**config.mk**
```make
export PLATFORM = sky130hd
export DESIGN_NAME = kc_queue
export DESIGN_NICKNAME = d
export VERILOG_FILES = /design/src/hdl/kc_pkg.sv /design/src/hdl/kc_queue.sv
export SDC_FILE = /design/constraint.sdc
export NUM_CORES = 1
export LEC_CHECK = 0
export ABC_AREA = 1
export BUFFER_PORTS_ARGS = -buffer_cell sky130_fd_sc_hd__buf_2
export CORE_UTILIZATION = 50
export DETAILED_ROUTE_END_ITERATION = 16
export GPL_TIMING_DRIVEN = 0
export PLACE_DENSITY = 0.7
export SKIP_CTS_REPAIR_TIMING = 1
export SLEW_MARGIN = 5
export SYNTH_ARGS = -nofsm -noshare
export SYNTH_HDL_FRONTEND = slang
export SYNTH_SLANG_ARGS = --single-unit
```
**constraint.sdc**
```tcl
create_clock -name i_clk -period 4.9 [get_ports i_clk]
set_input_delay 0.245 -clock i_clk [delete_from_list [all_inputs] [get_ports i_clk]]
set_output_delay 0.245 -clock i_clk [all_outputs]
set_load 0.02 [all_outputs]
```
**src/hdl/kc_pkg.sv**
```systemverilog
// Shared types and constants of the Kirsch compass edge detector.
package kc_pkg;

    localparam int KC_PIX_W  = 8;
    localparam int KC_ROW_W  = 12;
    localparam int KC_COL_W  = 10;
    localparam int KC_STR_W  = 12;
    localparam int KC_THR_W  = 10;
    localparam int KC_CFGW   = 12;
    localparam int KC_IDXW   = 2;
    localparam int KC_SUM_W  = 14;
    localparam int KC_SQ_W   = 24;
    localparam int KC_WIN_N  = 9;

    localparam int KC_QDEPTH = 4;
    localparam int KC_QAW    = $clog2(KC_QDEPTH);
    localparam int KC_QLW    = $clog2(KC_QDEPTH + 1);

    // register indexes of the configuration port
    localparam logic [KC_IDXW-1:0] KC_REG_WIDTH  = 2'd0;
    localparam logic [KC_IDXW-1:0] KC_REG_HEIGHT = 2'd1;
    localparam logic [KC_IDXW-1:0] KC_REG_THRESH = 2'd2;

    localparam logic [KC_ROW_W-1:0] KC_RST_HEIGHT = 12'd512;
    localparam logic [KC_THR_W-1:0] KC_RST_THRESH = 10'd125;

    localparam logic [KC_PIX_W-1:0] KC_PIX_EDGE = 8'd0;
    localparam logic [KC_PIX_W-1:0] KC_PIX_NONE = 8'd255;

    // ring of the window clockwise from top-left: NW N NE E SE S SW W
    localparam int KC_RING [8] = '{0, 1, 2, 5, 8, 7, 6, 3};

    typedef logic [KC_WIN_N-1:0][KC_PIX_W-1:0] t_kc_win;

    typedef struct packed {
        logic [KC_ROW_W-1:0] row;
        logic [KC_COL_W-1:0] col;
        logic                border;
        logic                last;
    } t_kc_meta;

    typedef struct packed {
        t_kc_win  win;
        t_kc_meta meta;
    } t_kc_item;

endpackage

```
**src/hdl/kc_queue.sv**
```systemverilog
// Small register FIFO between front end and compass back end.
module kc_queue import kc_pkg::*; (
    input  logic              i_clk,
    input  logic              i_rst_n,
    input  logic              i_push,
    input  t_kc_item          i_item,
    input  logic              i_pop,
    output t_kc_item          o_head,
    output logic              o_avail,
    output logic [KC_QLW-1:0] o_level
);

    t_kc_item          r_mem [KC_QDEPTH];
    logic [KC_QAW-1:0] r_wp, r_rp;
    logic [KC_QLW-1:0] r_count;

    always_ff @(posedge i_clk) begin
        if (!i_rst_n) begin
            r_wp    <= '0;
            r_rp    <= '0;
            r_count <= '0;
        end else begin
            if (i_push) begin
                r_wp <= r_wp + 1'b1;
            end
            if (i_pop) begin
                r_rp <= r_rp + 1'b1;
            end
            r_count <= r_count + KC_QLW'(i_push) - KC_QLW'(i_pop);
        end
    end

    always_ff @(posedge i_clk) begin
        if (i_push) begin
            r_mem[r_wp] <= i_item;
        end
    end

    assign o_head  = r_mem[r_rp];
    assign o_avail = r_count != '0;
    assign o_level = r_count;

    a_no_overflow: assert property (@(posedge i_clk) disable iff (!i_rst_n)
        i_push |-> r_count < KC_QLW'(KC_QDEPTH))
        else $error("queue push while full");

    a_no_underflow: assert property (@(posedge i_clk) disable iff (!i_rst_n)
        i_pop |-> r_count != '0)
        else $error("queue pop while empty");

    a_count_step: assert property (@(posedge i_clk) disable iff (!i_rst_n)
        (i_push && !i_pop) |=> r_count == $past(r_count) + 1'b1)
        else $error("queue count lost a push");

endmodule

```
==> flow_summary.toml <==
[run_status]
status = "completed"

[power]
power_frac_seq_pct = 50.1
p_sw_uw = 1867
p_leak_uw = 0.007807
switching_share_pct = 24.11
combPwrFrac_pct = 12.7
power_density_nw_per_um2 = 391.2
total_power_uw = 7744
clkPwrFrac_pct = 37.2
p_int_uw = 5877
ir_drop_uv = 252.5

[setup_path]
crit_top_cell = "buf_2"
cp_max_fo = 10
critPathTopFamily = "buffers and inverters"
crit_path_top_delay_cell = "dfxtp_1"
cp-end-kind = "primary output"
cp_slowest_stage_delay_ns = 0.33
crit_arrival_ns = 1.98
crit_chain = "buf_2 -> buf_2 -> a21oi_1 -> o21ai_0 -> nand2_1 -> buf_2"
worst-path-buf-inv = 3
start_kind = "flip-flop"
path_class = "flip-flop to primary output"
required_ns = 4.66

[cts]
clockRootBuffer = "clkbuf_16"
clk_pin_slew_ns = 0.06
clock_latency_ns = 0.53
tritoncts = "done"
numCtsBuffers = 41
cts.path.max_buffers = 3
cts.sinks = 393
htreeDepth = 2

[grt]
grt_usage_pct = 20.78
antenna_found_initial = 0
globalRouteOverflowTotal = 0
grt_first_pass_wirelength_um = 52030
grt_start_max_net_pins = 81
first_global_vias = 9447

[drt]
drt_iter0_drc = 623
drt-pass1-iter-count = 4
vias = 10020
drc_errors = 0
wl_per_cell_um = 17.65
via_per_inst = 5.142
final_antenna_net_count = 0
routed_wl_um = 34380

[yosys]
synth_top_family_by_area = "compound AO/OA/AOI/OAI gates"
synthCells = 1174
synth_cell_type_count = 19
synth.avg_cell_area_um2 = 13.57
syn_nets = 1281
synth-xor-area-share_pct = 0
synth.area.mux_share_pct = 0
synth_compound_area_share_pct = 12.75
synthAdderAreaFrac_pct = 0.5967
ys_ff_latch = 393
synth_warnings = 0
synth_area_um2 = 15940
yosysSeqAreaShare_pct = 73.49
synthSimpleGateAreaFrac_pct = 4.845

[floorplanning]
floorplan.initialDensity_pct = 50.63
rows = 65
ios = 200
core_area_um2 = 31470
dieHeight_um = 180.5
die_area_um2 = 32590
die_w_um = 180.5

[sta]
period_needed_ns = 2.225
tightest_slew_ns = 0.6211
slew_violations = 0
finalSetupViolations = 0
max_clock_freq_ghz = 0.4494
relSlewSlack_pct = 58.59
final.setup_skew_ns = 0.02249
whs_ns = 0.05526
setup_tns_ns = 0
rsz0062_at_grt = "no"
period_share_pct = 45.41
hold_viol = 0

[cells_and_area]
stdcell_count = 1948
area_growth_pct = 24.21
diodes = 0
drive_gt1_share_pct = 26.26
fin_nets = 1625

[place]
dp_hpwl_um = 20000
port_buffers = 199
placedCellCount = 1779
gp_congestion = 0.7228

[worst_hold_path]
hp-class = "input pin to flip-flop"

[job]
maxCapViolCount = 0
## state kept, by name, summed over array words and instances, names as in the netlist, named ones only
register	cells
o_level	3
r_mem	384
r_wp	2
r_rp	2
## cells in the final DEF (no fill, tap or decap), drive strengths merged
cell and instances:
nand2 202, fa 1, dfxtp 9, clkinvlp 2, dlygate4sd3 98, clkinv 11, buf 266, nand3 2
nor2 1, clkbuf 57, o21ai 100, edfxtp 384, ha 6, a21oi 102, inv 208, bufinv 1
o211ai 96
## worst min-delay path, cell delays in order
cell     delay [ns]
buf_2          0.13
inv_1          0.09
a21oi_1        0.07
## cells by family (layout without fill, tap and decap cells)
| kind of cell | after synthesis | count (layout) |
|---|---|---|
| simple gates | 205 | 205 |
| fa+ha+maj | 7 | 7 |
| compound gates | 298 | 298 |
| buf+inv | 271 | 643 |
| flops | 393 | 393 |
## routing by layer
metal | up-vias | wire length [um] | track usage [%] | part of all wire [%]
met5 | - | 0 | 0 | 0
li1 | 4777 | - | - | -
met1 | 4865 | 14450 | 27.33 | 42
met4 | 0 | 571 | 5.094 | 1.7
met3 | 48 | 1994 | 3.860 | 5.8
met2 | 326 | 17360 | 35.75 | 50
## Yosys cell counts
cell type  count  area [um^2]
ha_1           6        75.07
o21ai_1       88        440.4
buf_4         16        120.1
buf_2         23        115.1
edfxtp_1     384        11530
o211ai_1      96        720.7
buf_8          8        120.1
fa_1           1        20.02
nand2_1      202        758.2
nand3_1        2        10.01
nor2_1         1        3.750
o21ai_0       12        60.06
a21oi_2       80        700.7
buf_12         1        20.02
a21oi_1       22        110.1
clkbuf_1       1        3.750
buf_6         15        168.9
dfxtp_1        9        180.2
inv_1        207        777.0
## power groups by stage
stage	Clock (uW)	Sequential, uW	Combinational [uW]
after floorplan	0	3960	562
after global placement	0	3970	894
after detailed placement	0	3950	928
after CTS	2920	3880	931
after global routing	3060	3890	1070
final	2880	3880	984
## cell type report
class                      count  area (um^2)
buffer                        64        548.0
clock buffer                  56         1145
clock inverter                15        103.9
fill                        2327        11680
inverter                     207        797.0
multi-input combinational    510         2899
sequential                   393        11710
tap                          402        503.0
timing repair buffer         301         2087
## through the flow
stage          setup WS [ns]  utilization [%]  instance area, um^2
2_1_floorplan          2.007                -                15940
3_3_place_gp          0.5414            55.39                17430
3_5_place_dp           3.056            55.81                17560
4_1_cts                2.654            59.77                18810
5_1_grt                2.560            62.89                19790
6_report               2.675            62.89                19790
## worst paths after layout
kind / startpoint / endpoint / slack, ns / depth (start not counted)
worst max-delay path: flip-flop / o_head[7] / 2.67 / 6
worst min-delay path: i_push / r_wp[0]$_SDFFE_PN0P_ / 0.06 / 3
worst max register to register: r_wp[0]$_SDFFE_PN0P_ / r_mem[0][47]$_DFFE_PP_ / 3.06 / 5
worst min register to register: r_rp[1]$_SDFFE_PN0P_ / flip-flop / 0.47 / 2
Power figures use the tool's default switching activity.
