## config.mk

```make
export PLATFORM = sky130hd
export DESIGN_NAME = kc_back
export DESIGN_NICKNAME = d
export VERILOG_FILES = /design/src/hdl/kc_pkg.sv /design/src/hdl/kc_back.sv
export SDC_FILE = /design/constraint.sdc
export NUM_CORES = 1
export LEC_CHECK = 0
export BUFFER_PORTS_ARGS = -buffer_cell sky130_fd_sc_hd__clkbuf_2
export CORE_MARGIN = 2
export CORE_UTILIZATION = 30
export DETAILED_ROUTE_END_ITERATION = 8
export MAX_ROUTING_LAYER = met4
export PLACE_DENSITY_LB_ADDON = 0.25
export SKIP_CTS_REPAIR_TIMING = 1
export SYNTH_ARGS = -nofsm -noshare
export SYNTH_HDL_FRONTEND = slang
export SYNTH_SLANG_ARGS = --single-unit
```

## constraint.sdc

```tcl
create_clock -name i_clk -period 10.7 [get_ports i_clk]
set_input_delay 1.07 -clock i_clk [delete_from_list [all_inputs] [get_ports i_clk]]
set_output_delay 1.07 -clock i_clk [all_outputs]
set_load 0.01 [all_outputs]
```

## src/hdl/kc_pkg.sv

```systemverilog
// Shared types and constants of the Kirsch compass edge detector.
package kc_pkg;

    localparam int KC_PIX_W  = 8;
    localparam int KC_ROW_W  = 12;
    localparam int KC_COL_W  = 10;
    localparam int KC_STR_W  = 12;
    localparam int KC_THR_W  = 10;
    localparam int KC_CFGW   = 12;
    localparam int KC_IDXW   = 2;
    localparam int KC_SUM_W  = 14;
    localparam int KC_SQ_W   = 24;
    localparam int KC_WIN_N  = 9;

    localparam int KC_QDEPTH = 4;
    localparam int KC_QAW    = $clog2(KC_QDEPTH);
    localparam int KC_QLW    = $clog2(KC_QDEPTH + 1);

    // register indexes of the configuration port
    localparam logic [KC_IDXW-1:0] KC_REG_WIDTH  = 2'd0;
    localparam logic [KC_IDXW-1:0] KC_REG_HEIGHT = 2'd1;
    localparam logic [KC_IDXW-1:0] KC_REG_THRESH = 2'd2;

    localparam logic [KC_ROW_W-1:0] KC_RST_HEIGHT = 12'd512;
    localparam logic [KC_THR_W-1:0] KC_RST_THRESH = 10'd125;

    localparam logic [KC_PIX_W-1:0] KC_PIX_EDGE = 8'd0;
    localparam logic [KC_PIX_W-1:0] KC_PIX_NONE = 8'd255;

    // ring of the window clockwise from top-left: NW N NE E SE S SW W
    localparam int KC_RING [8] = '{0, 1, 2, 5, 8, 7, 6, 3};

    typedef logic [KC_WIN_N-1:0][KC_PIX_W-1:0] t_kc_win;

    typedef struct packed {
        logic [KC_ROW_W-1:0] row;
        logic [KC_COL_W-1:0] col;
        logic                border;
        logic                last;
    } t_kc_meta;

    typedef struct packed {
        t_kc_win  win;
        t_kc_meta meta;
    } t_kc_item;

endpackage

```

## src/hdl/kc_back.sv

```systemverilog
// Back end: eight compass sums, maximum, threshold test and output register.
module kc_back import kc_pkg::*; (
    input  logic                i_clk,
    input  logic                i_rst_n,
    input  t_kc_item            i_head,
    input  logic                i_avail,
    output logic                o_pop,
    input  logic [KC_THR_W-1:0] i_thresh,
    output logic                o_valid,
    input  logic                i_ready,
    output logic [KC_ROW_W-1:0] o_centre_row,
    output logic [KC_COL_W-1:0] o_centre_col,
    output logic [KC_PIX_W-1:0] o_pixel_out,
    output logic [KC_STR_W-1:0] o_strength,
    output logic                o_frame_done
);

    logic en;

    logic [KC_PIX_W-1:0]        ring [8];
    logic [KC_PIX_W+2:0]        total;
    logic [KC_SUM_W-2:0]        tot3;
    logic [KC_PIX_W+1:0]        three [8];
    logic signed [KC_SUM_W-1:0] sums [8];

    logic                       r_b1_valid;
    logic signed [KC_SUM_W-1:0] r_b1_sums [8];
    t_kc_meta                   r_b1_meta;

    logic signed [KC_SUM_W-1:0] l1 [4];
    logic signed [KC_SUM_W-1:0] l2 [2];
    logic signed [KC_SUM_W-1:0] best;

    logic                       r_b2_valid;
    logic [KC_STR_W-1:0]        r_b2_str;
    t_kc_meta                   r_b2_meta;

    logic                       r_b3_valid;
    logic [KC_STR_W-1:0]        r_b3_str;
    logic [KC_SQ_W-1:0]         r_b3_sq;
    t_kc_meta                   r_b3_meta;

    logic [2*KC_THR_W-1:0]      r_tsq;
    logic [KC_SQ_W-1:0]         r_lim;

    logic                       r_out_valid;
    logic                       r_out_border;
    logic [KC_ROW_W-1:0]        r_out_row;
    logic [KC_COL_W-1:0]        r_out_col;
    logic [KC_PIX_W-1:0]        r_out_pix;
    logic [KC_STR_W-1:0]        r_out_str;
    logic                       r_out_last;

    assign en    = !r_out_valid || i_ready;
    assign o_pop = en && i_avail;

    // sum = 5*three - 3*(other five) = 8*three - 3*total
    always_comb begin
        total = '0;
        for (int k = 0; k < 8; k++) begin
            ring[k] = i_head.win[KC_RING[k]];
            total   = total + (KC_PIX_W + 3)'(ring[k]);
        end
        tot3 = (KC_SUM_W - 1)'(total) + (KC_SUM_W - 1)'({total, 1'b0});
        for (int k = 0; k < 8; k++) begin
            three[k] = (KC_PIX_W + 2)'(ring[k]) + (KC_PIX_W + 2)'(ring[(k + 1) % 8])
                     + (KC_PIX_W + 2)'(ring[(k + 2) % 8]);
            sums[k]  = $signed({1'b0, three[k], 3'b000}) - $signed({1'b0, tot3});
        end
    end

    always_comb begin
        for (int k = 0; k < 4; k++) begin
            l1[k] = (r_b1_sums[2*k] > r_b1_sums[2*k+1]) ? r_b1_sums[2*k] : r_b1_sums[2*k+1];
        end
        for (int k = 0; k < 2; k++) begin
            l2[k] = (l1[2*k] > l1[2*k+1]) ? l1[2*k] : l1[2*k+1];
        end
        best = (l2[0] > l2[1]) ? l2[0] : l2[1];
    end

    always_ff @(posedge i_clk) begin
        if (!i_rst_n) begin
            r_b1_valid  <= 1'b0;
            r_b2_valid  <= 1'b0;
            r_b3_valid  <= 1'b0;
            r_out_valid <= 1'b0;
        end else if (en) begin
            r_b1_valid  <= o_pop;
            r_b2_valid  <= r_b1_valid;
            r_b3_valid  <= r_b2_valid;
            r_out_valid <= r_b3_valid;
        end
    end

    always_ff @(posedge i_clk) begin
        if (en) begin
            r_b1_sums <= sums;
            r_b1_meta <= i_head.meta;

            r_b2_str  <= best[KC_SUM_W-1] ? '0 : best[KC_STR_W-1:0];
            r_b2_meta <= r_b1_meta;

            r_b3_str  <= r_b2_str;
            r_b3_sq   <= r_b2_str * r_b2_str;
            r_b3_meta <= r_b2_meta;

            if (r_b3_valid) begin
                r_out_border <= r_b3_meta.border;
                r_out_row    <= r_b3_meta.row;
                r_out_col    <= r_b3_meta.col;
                r_out_last   <= r_b3_meta.last;
                r_out_str    <= r_b3_meta.border ? '0 : r_b3_str;
                r_out_pix    <= (!r_b3_meta.border && (r_b3_sq > r_lim)) ?
                                KC_PIX_EDGE : KC_PIX_NONE;
            end
        end
    end

    // 15*t*t, registered through r_tsq into r_lim after a threshold write
    always_ff @(posedge i_clk) begin
        r_tsq <= i_thresh * i_thresh;
        r_lim <= {r_tsq, 4'b0000} - KC_SQ_W'(r_tsq);
    end

    assign o_valid      = r_out_valid;
    assign o_centre_row = r_out_row;
    assign o_centre_col = r_out_col;
    assign o_pixel_out  = r_out_pix;
    assign o_strength   = r_out_str;
    assign o_frame_done = r_out_last;

    a_border_clean: assert property (@(posedge i_clk) disable iff (!i_rst_n)
        (r_out_valid && r_out_border) |-> (r_out_pix == KC_PIX_NONE && r_out_str == '0))
        else $error("border centre reported as edge");

    a_edge_needs_strength: assert property (@(posedge i_clk) disable iff (!i_rst_n)
        (r_out_valid && r_out_pix == KC_PIX_EDGE) |-> r_out_str != '0)
        else $error("edge with zero strength");

endmodule

```

==> summary.md <==
| Metric | Value |
|---|---|
| Status | `finished clean` |
| WL per Instance | `16.1 um` |
| Unrepaired setup endpoints after global routing | `no` |
| Chip Width | `312 um` |
| Final Skew | `0.0432 ns` |
| Cells after synthesis | `2739` |
| Final #Nets | `3620` |
| Hold path depth | `0` |
| Synth top area share | `0.259` |
| Hold Crit Endpoint | `r_b3_meta[12]` |
| Multi-input logic area | `18300 um^2` |
| Core area | `93600 um^2` |
| Syn. warnings | `0` |
| ANT nets after route | `0` |
| Vias in the first global route | `between 15k and 20k` |
| Top_reg_cell synth | `edfxtp_1` |
| Critical Path Sink Type | `register` |
| Row cnt | `112` |
| DRT iter0 DRCs | `789` |
| Filler cells | `between 9k and 10k` |
| Drt drc | `0` |
| CP Max Fanout | `18` |
| Gr ovfl total | `0` |
| Final hold vios | `0` |
| Most used cell, CP | `fa_1` |
| Ports | `155` |
| Net Count, Synth | `approximately 3.5k` |
| TritonCTS buffer count | `37` |
| Synth cell types | `76` |
| Slew @ Worst Pin | `1.19 ns` |
| Share of cells above drive strength 1 | `0.0904` |
| CTS sink cnt | `291` |
| Critical path arrival | `8.48 ns` |
| Via count | `19.2k` |
| Max-cap violations | `0` |
| Tot GR Track Use | `0.144` |
| RD Place Congestion | `0.845` |
| Later-pin clock latency in the skew report | `0.58 ns` |
| FF-to-FF setup slack | `approximately 2.7 ns` |
| Initial antenna violation count | `2` |
| Worst hold margin | `0.416 ns` |
| Max Fclk | `between 100 and 150 MHz` |
| Final WL | `67000 um` |
| Netlist Area Pre-Place | `around 28000 um^2` |
| Final Util | `0.340` |
| Sequential-to-total area share from yosys stat | `0.291` |
| Largest net degree at the start of global routing | `approximately 170` |
| Vias per cell | `4.60` |
| Seq. cell area | `8280 um^2` |
| Max clock buf depth | `3` |
| Final worst setup slack | `2.52 ns` |
| Crit path max-delay cell type | `fa_1` |
| Area Overhead vs Synth | `12.0%` |
| CTS tree | `yes` |
| First-pass GRT wire length | `between 100000 and 150000 um` |
| Top post-synthesis cells by area | `edfxtp_1 (26%), ha_1 (17%), fa_1 (17%)` |
| Drt pass-1 iters | `5` |
| Worst R2R Path Depth | `30` |
| Cell taking the most area after synthesis | `edfxtp_1` |
| Critical path type | `in -> reg` |
| Die area | `97200 um^2` |
| Final cycle utilization of the critical path | `0.764` |
| Initial Utilization | `0.303` |
| Register bit total from synthesis | `291` |
| Setup violations, final | `0` |
| Hold_sp | `r_b2_meta[12]` |
| FF-to-FF Start | `r_b1_sums[97]` |
| Async S/R FF share, synth | `0` |
| Most common cell after layout, fill and taps aside | `inv_1` |
| Slowest stage delay, CP | `0.57 ns` |
| Clock root cell | `clkbuf_16` |
| Pre-CTS setup slack | `1.97 ns` |
| Die height | `312 um` |
| Final TNS setup | `0 ns` |
| Slew HR | `0.202` |
| H-tree lvl count | `2` |
| Syn_area_per_cell | `around 10 um^2` |
| RR Endpoint | `r_b2_str[7]` |
| CP required | `11.00 ns` |
| Final worst path period need | `8.18 ns` |
| Port bufs | `146` |
| Slew Viols, Final | `0` |
| Crit path launch type | `primary input` |
| Detailed Place HPWL | `roughly 55000 um` |
| Post-synth EDFFs | `between 200 and 250` |
| Commonest cells after routing, fill and taps aside | `inv_1 (426), ha_1 (392), edfxtp_1 (245), fa_1 (236), a21oi_1 (178)` |
| CTS clk-pin slew, worst paths | `~0.060 ns` |
| Worst hold path class | `reg -> reg` |
[final cells by class]
cell class	instances	share of cell area
Multi-Input combinational cell	1967	0.575
Sequential cell	291	0.260
Inverter	427	0.0504
Tap cell	1254	0.0493
Clock buffer	51	0.0327
Timing Repair Buffer	158	0.0262
Clock inverter	16	0.00578
Antenna cell	1	0.0000786
[metrics by stage]
stage | cells | cell area (um^2)
6_report | 4165 | 31800
5_1_grt | 4165 | 31800
4_1_cts | 4164 | 31800
3_5_place_dp | 4097 | 30600
3_3_place_gp | 4097 | 30600
2_1_floorplan | 2739 | 28400
[layer usage]
metal / track usage / up-vias / share of wire
met4: 0.0378 / 0 / 0.023
met2: 0.233 / 265 / 0.47
li1: - / 9696 / -
met5: - / - / 0
met1: 0.191 / 9140 / 0.47
met3: 0.0165 / 69 / 0.033
[sequential cells by signal, indices dropped and copies added (netlist names)]
name and flops:
o_frame_done 1, r_b2_valid 1, o_centre_row 12, r_tsq 19, o_strength 12, r_b1_valid 1
o_pixel_out 1, r_b3_sq 22, r_b2_meta 24, r_b1_sums 91, r_b3_str 12, r_b2_str 12
r_lim 23, r_b3_valid 1, r_b3_meta 24, o_centre_col 10, r_b1_meta 24, o_valid 1
[critical path, delay by kind of cell]
family          cells  cell delay [ns]
simple gates        3             0.59
compound gates      9             2.18
fa+ha+maj           8             3.57
buf+inv             6             1.04
[cell usage after synthesis, drive strengths merged, types with 62 or more instances]
cell    number
a21o        73
xor2        62
edfxtp     245
ha         392
xnor2      143
nor2       154
inv        427
nand2      106
and2        83
o21ai       96
fa         236
a21oi      179
[cell families after synthesis]
kind of cell,after synthesis,share of synthesized area
and+or+nand+nor,558,0.0998
DFF,291,0.291
xor gates and xnor gates,205,0.0651
buffers and inverters,481,0.0657
AOI/OAI and AO/OA,530,0.123
muxes,46,0.0164
adders and majority gates,628,0.339
[worst max-delay path by stage]
| stage | end | start | cells past startpoint | slack [ns] |
|---|---|---|---|---|
| 5_1_grt | r_b1_sums[13] | i_head[26] | 26 | 2.10 |
| 6_report | r_b1_sums[13] | i_head[26] | 26 | 2.52 |
| 2_1_floorplan | o_centre_col[0] | i_ready | 3 | 1.93 |
| 4_1_cts | r_b1_sums[13] | i_head[26] | 26 | 2.56 |
| 3_3_place_gp | r_b1_sums[13] | i_head[26] | 26 | 2.11 |
| 3_5_place_dp | r_b1_sums[13] | i_head[26] | 26 | 1.97 |
Power is left out: the tool's default activity adds up to more than one toggle a clock period on the data nets, which glitch-free logic cannot reach.
